**src/hw/rtl/bffa_pkg.sv**
```systemverilog
// ---------------------------------------------------------------------------
// bffa_pkg
// Shared widths, codes and handshake structs of the extent allocator.
// ---------------------------------------------------------------------------
package bffa_pkg;

	localparam int MAX_UNITS_DEF = 4096;
	// unit index width that covers the largest supported unit count (2^20)
	localparam int UIDX_W = 21;
	localparam int SEC_W  = 40;
	localparam int CNT_W  = 32;
	localparam int USZ_W  = 17;

	// result status codes
	localparam logic [1:0] ST_OK      = 2'd0;
	localparam logic [1:0] ST_NOSPACE = 2'd1;
	localparam logic [1:0] ST_INVALID = 2'd2;

	// device condition codes
	localparam logic [1:0] COND_AVAIL  = 2'd0;
	localparam logic [1:0] COND_IN_USE = 2'd1;
	localparam logic [1:0] COND_FULL   = 2'd2;

	// configuration register indexes
	localparam logic REG_UNIT_SECTORS   = 1'b0;
	localparam logic REG_DEVICE_SECTORS = 1'b1;

	// bitmap engine operations
	localparam logic [1:0] OP_SCAN  = 2'd0;
	localparam logic [1:0] OP_SET   = 2'd1;
	localparam logic [1:0] OP_CLEAR = 2'd2;

	typedef struct packed {
		logic              start;
		logic [1:0]        op;
		logic [UIDX_W-1:0] lo;
		logic [UIDX_W-1:0] hi;
		logic [UIDX_W-1:0] need;
		logic [UIDX_W-1:0] units;
	} bm_req_t;

	typedef struct packed {
		logic              busy;
		logic              done;
		logic              found;
		logic [UIDX_W-1:0] first;
	} bm_rsp_t;

endpackage

```
**src/hw/rtl/bffa_div.sv**
```systemverilog
// ---------------------------------------------------------------------------
// bffa_div
// Restoring divider, one quotient bit per cycle: 40-bit by 17-bit.
// ---------------------------------------------------------------------------
module bffa_div (
	input  logic                         clk,
	input  logic                         arst_n,
	input  logic                         start,
	input  logic [bffa_pkg::SEC_W-1:0]   dividend,
	input  logic [bffa_pkg::USZ_W-1:0]   divisor,
	output logic                         busy,
	output logic                         done,
	output logic [bffa_pkg::SEC_W-1:0]   quotient
);

	logic [5:0]                   cnt_q;
	logic                         busy_q;
	logic                         done_q;
	logic [bffa_pkg::USZ_W-1:0]   rem_q;
	logic [bffa_pkg::SEC_W-1:0]   quo_q;
	logic [bffa_pkg::USZ_W-1:0]   dvs_q;
	logic [bffa_pkg::USZ_W:0]     trial;
	logic [bffa_pkg::USZ_W:0]     diff;
	logic                         ge;

	// one trial subtraction
	always_comb begin
		trial = {rem_q, quo_q[bffa_pkg::SEC_W-1]};
		ge    = trial >= {1'b0, dvs_q};
		diff  = trial - {1'b0, dvs_q};
	end

	// control
	always_ff @(posedge clk or negedge arst_n) begin
		if (!arst_n) begin
			cnt_q  <= '0;
			busy_q <= 1'b0;
			done_q <= 1'b0;
		end else begin
			done_q <= 1'b0;
			if (start) begin
				cnt_q  <= '0;
				busy_q <= 1'b1;
			end else if (busy_q) begin
				cnt_q <= cnt_q + 6'd1;
				if (cnt_q == 6'(bffa_pkg::SEC_W - 1)) begin
					busy_q <= 1'b0;
					done_q <= 1'b1;
				end
			end
		end
	end

	// datapath: quotient bits shift in as dividend bits shift out
	always_ff @(posedge clk) begin
		if (start) begin
			rem_q <= '0;
			quo_q <= dividend;
			dvs_q <= divisor;
		end else if (busy_q) begin
			rem_q <= ge ? diff[bffa_pkg::USZ_W-1:0] : trial[bffa_pkg::USZ_W-1:0];
			quo_q <= {quo_q[bffa_pkg::SEC_W-2:0], ge};
		end
	end

	assign busy     = busy_q;
	assign done     = done_q;
	assign quotient = quo_q;

endmodule

```
**config.mk**
```make
export PLATFORM = sky130hd
export DESIGN_NAME = bffa_div
export DESIGN_NICKNAME = d
export VERILOG_FILES = /design/src/hw/rtl/bffa_pkg.sv /design/src/hw/rtl/bffa_div.sv
export SDC_FILE = /design/constraint.sdc
export NUM_CORES = 1
export LEC_CHECK = 0
export ABC_AREA = 1
export ABC_CLOCK_PERIOD_IN_PS = 1800
export BUFFER_PORTS_ARGS = -buffer_cell sky130_fd_sc_hd__buf_2
export CORE_UTILIZATION = 49
export DETAILED_ROUTE_END_ITERATION = 10
export PLACE_DENSITY = 0.76
export SLEW_MARGIN = 20
export SYNTH_ARGS = -nofsm -noshare
export SYNTH_HDL_FRONTEND = slang
export SYNTH_SLANG_ARGS = --single-unit
export TNS_END_PERCENT = 100
```
**constraint.sdc**
```tcl
create_clock -name clk -period 1.8 [get_ports clk]
set_input_delay 0.09 -clock clk [delete_from_list [all_inputs] [get_ports clk]]
set_output_delay 0.09 -clock clk [all_outputs]
set_load 0.01 [all_outputs]
```
Word level (Yosys, flattened, before mapping)
Cells that the tools add are included.

operators by class
  add/sub/neg operators = 2
  order comparisons = 1
  eq/ne operators = 1
  multiplexer cells = 11
  reduce and logical (&&, ||, !) cells = 1

operators with widths
  operator             number
  $mux 40              2
  $ge 18x17->1         1
  $mux 17              1
  $sub 17x17->17       1
  $mux 6               2
  $add 6x1->6 const B  1
  $eq 6x6->1 const B   1
  $mux 1               6
  $reduce_bool 2->1    1

word-level totals
  flip-flop bits (word level) = 82
  input bits = 60
  output and inout port bits = 42
  word-level logic and storage cells = 22

Logic depth before layout (Yosys ltp)
  depth after elaboration = 4
  depth in mapped cells = 15
  gate-level depth less buffers = 14

Least setup slack after synthesis
No wires, ideal clock.

  path kind = reg2reg
  from = register quo_q, in the netlist quotient[39]
  to = register rem_q[8] in the netlist's numbering
  setup time = 0.163 ns
  data arrival time = 1.839 ns
  required time = 1.637 ns
  setup slack = -0.202 ns
  cell stages (with the launch flop) = 13
  cells stage by stage = edfxtp_1 > inv_1 > ha_1 > inv_1 > fa_1 > nand3_1 > nand3_2 > nand2_2 > buf_6 > buf_6 > nand3_2 > nand3_1 > o21ai_1

between the ends
  cells in the longest elaborated chain, start to end = 2
  elaborated cells on any way between the ends = 3
  classes of those cells = add/sub: 1; order compare: 1; mux: 1

RTL lines
  what                                                   RTL line                        text
  start, declared                                        bffa_div.sv:20                  logic [bffa_pkg::SEC_W-1:0] quo_q;
  start signal, assigned                                 bffa_div.sv:58                  quo_q <= dividend;
  start signal, assigned                                 bffa_div.sv:62                  quo_q <= {quo_q[bffa_pkg::SEC_W-2:0], ge};
  $sub 17x17->17 / $ge 18x17->1 (equally long branches)  bffa_div.sv:30, bffa_div.sv:29
  $mux 17 *                                              bffa_div.sv:61                  rem_q <= ge ? diff[bffa_pkg::USZ_W-1:0] : trial[bffa_pkg::USZ_W-1:0];
  end signal, assigned                                   bffa_div.sv:61
  end, declared                                          bffa_div.sv:19                  logic [bffa_pkg::USZ_W-1:0] rem_q;

Mark *: on every way between the ends. The rest lies on a longest branch, timed or not.
A chain may end at the register's enable or synchronous reset.

Worst setup path in the final report
  from = register quo_q, in the netlist quotient[39]
  to = register rem_q[13] in the netlist's numbering

The elaborated chain is that of the path after synthesis.

==> run_results.csv <==
group,metric,value,unit
final_layout,finalNetCount,831,
logic_synthesis,ys_warn_count,0,
die,row_count,34,
die,die_y,98.12,um
sta,relSlewSlack,64.30,%
clock_tree,clkTransAtPathRegs,100,ps
die,core,8848,um2
clock_tree,clkLatencyLatePin,360,ps
outcome,status,"finished, violations left",
die,dieArea,9627,um2
placement,place.gp.congestion,0.9379,
final_layout,seqCellArea,2252,um2
die,die_x,98.12,um
placement,dp_cells,797,
critical_path,crit_top_cell,"nand2_1",
routing,routed_wl,12290,um
logic_synthesis,synthesis.area,4527,um2
critical_path,crit_path_max_incr_delay,410,ps
final_layout,layout_common_cells,"nand2_1 (228), buf_2 (101), inv_1 (70)",
global_routing,grt_max_degree,51,
sta,finalCritPeriodShare,103.3,%
power_and_ir_drop,cellPowerDensity,1112,nW/um2
final_layout,area_growth,39.83,%
power_and_ir_drop,p_leak,0.003203,uW
critical_path,end_kind,"flip-flop",
final_layout,fillers,670,
final_layout,drive_above_1_share,28.01,%
global_routing,grt_usage,26.08,%
sta,maxSlewViolCount,0,
clock_tree,cts-root-buf,"clkbuf_8",
placement,dp_hpwl,8090,um
global_routing,overflow,0,
die,initial_core_util,51.16,%
sta,fin_ws,-58.73,ps
outcome,violations,"design-rule violations, negative setup slack",
global_routing,antenna_found_initial,0,
critical_path,cp.required,2060,ps
critical_path,crit_chain,"inv_2 > ha_4 > inv_2 > fa_2 > nand3_2 > nand3_4 > nand2_4 > buf_4 > nand3_1 > nand2_1 > inv_1 > nand2_1 > nand2_1",
sta,fmax,538.0,MHz
routing,antenna_left,0,
sta,finalSetupTns,-281.9,ps
sta,tightestPinTransition,535.6,ps
final_layout,multi_input_area,2147,um2
critical_path,arrival,2120,ps
worst_hold_path,min-delay-path-class,"primary input to flip-flop",
logic_synthesis,seq_area_frac_synth,49.75,%
global_routing,grt_pass1_wl,19750,um
power_and_ir_drop,peakVddDrop,634.3,uV
critical_path,crit_slowest_cell,"edfxtp_1",
sta,fin_crit,1859,ps
logic_synthesis,synth_cell_types,30,
placement,io_buffers,101,
routing,first_pass_iters,8,
sta,rsz0062_at_grt,"true",
sta,setup_viol,14,
clock_tree,cts.sinks,82,
routing,vias,4313,
clock_tree,h-tree-depth,3,
routing,route.detailed.drc,3,
critical_path,crit_fanout,5,
sta,fin_worst_skew,10.34,ps
logic_synthesis,synth_seq_cells,82,
final_layout,utilization,71.54,%
routing,drtIter0Drc,218,
logic_synthesis,synthCells,571,
logic_synthesis,synthesis.nets,650,
critical_path,path_class,"flip-flop to flip-flop",
final_layout,final_common_cell,"nand2_1",
final_layout,instances_no_fill,865,
routing,vias_per_cell,4.986,
clock_tree,cts.path.max_buffers,2,
die,io-pin-count,102,
final_layout,n_antenna_cell,0,
job,maxCapViolCount,0,
critical_path,startpoint_type,"flip-flop",
clock_tree,cts_tree,"done",
clock_tree,cts-buffers-inserted,9,
routing,wl_per_cell,14.21,um
global_routing,grt_pass1_vias,4240,
logic_synthesis,syn_avg_cell_area,7.928,um2
sta,timing.final.hold_violations,0,
timing repair:
action / in CTS / in global routing
hold buffers: 48 / 0
endpoints found under the setup margin: 18 / 18
cloned: 1 / 0
pin swaps: 10 / 5
gates resized for setup: 32 / 21
hold endpoints to repair: 55 / 0
setup buffers: 3 / 1
kinds of logic (layout without fill, tap and decap cells):
logic type               after synthesis  after routing  synth area share (%)
AND/OR/NAND/NOR                      340            340                 31.20
buffers and inverters                 92            278                 8.623
flip-flops                            82             82                 49.75
AO/OA/AOI/OAI                         31             31                 3.649
adder cells (fa/ha/maj)               19             19                 5.417
XOR/XNOR                               7              7                 1.354
synth_stat cells:
master	instances	area, um2
dfrtp_1	8	200.2
and2_1	2	12.51
nand2_2	5	31.28
nand3b_1	6	45.04
o21a_1	1	7.510
buf_4	1	7.510
nand3_2	2	20.02
o21bai_1	1	7.510
nand2_1	239	897.1
o21ai_1	1	5.000
nor3_1	5	25.02
a21oi_1	14	70.07
or2_2	1	6.260
nor2_1	26	97.59
a22o_1	1	8.760
nor2_2	5	31.28
edfxtp_1	57	1712
buf_8	1	15.01
nor4_1	1	6.260
nand3_1	48	240.2
a31oi_1	1	6.260
xnor2_1	5	43.79
clkbuf_1	11	41.29
o21ai_0	12	60.06
ha_1	18	225.2
dfxtp_1	17	340.3
buf_6	4	45.04
inv_1	75	281.5
xor2_1	2	17.52
fa_1	1	20.02
cell type report:
cell class	instances	area share, %
Sequential cell	82	35.58
Multi-Input combinational cell	397	33.92
Timing Repair Buffer	187	21.03
Inverter	75	4.507
Tap cell	108	2.135
Clock buffer	10	2.016
Clock inverter	6	0.8104
layer usage:
| metal | global-route usage [%] | part of all wire (%) | vias up |
|---|---|---|---|
| li1 | - | - | 2168 |
| met2 | 45.12 | 50 | 124 |
| met3 | 4.581 | 4.7 | 21 |
| met5 | 0 | 0 | - |
| met1 | 33.10 | 43 | 2000 |
| met4 | 8.508 | 2.1 | 0 |
final timing paths:
path	start	to	cells past startpoint	slack, ps
worst min-delay path	dividend[6]	quotient[6]$_DFFE_PP_	3	3
max in group asynchronous	arst_n	cnt_q[2]$_DFFE_PN0P_	2	1540
min in group asynchronous	arst_n	cnt_q[4]$_DFFE_PN0P_	2	80
worst max register to register	quotient[39]$_DFFE_PP_	rem_q[13]$_SDFFE_PP0P_	13	-60
worst max-delay path	quotient[39]$_DFFE_PP_	rem_q[13]$_SDFFE_PP0P_	13	-60
worst min register to register	rem_q[13]$_SDFFE_PP0P_	rem_q[13]$_SDFFE_PP0P_	2	480
worst max-delay path, delay by kind of cell (launching register included):
family	cells	cell delay, ps
adder cells (fa/ha/maj)	2	490
buffers and inverters	4	330
flip-flops	1	410
AND/OR/NAND/NOR	7	530
flip-flops by register name, summed over array words and instances, names as in the netlist:
name,flops
quotient,40
done,1
rem_q,17
dvs_q,17
busy,1
cnt_q,6
stage by stage:
step	power [uW]	hold WS [ps]	setup WS, ps	instance area (um2)
floorplan	4280	-205.6	-93.48	4556
global placement	5107	-63.02	-97.46	5368
detailed placement	5168	-57.04	-140.7	5368
CTS	6850	0.8750	-39.67	6228
global route	7488	6.019	-165.0	6330
finish	7036	3.430	-58.73	6330
power by group:
group / internal, uW / total, uW / switching, uW
Combinational: 1520 / 3270 / 1760
Sequential: 2300 / 2500 / 197
Clock: 519 / 1260 / 746
Power figures use the tool's default switching activity.
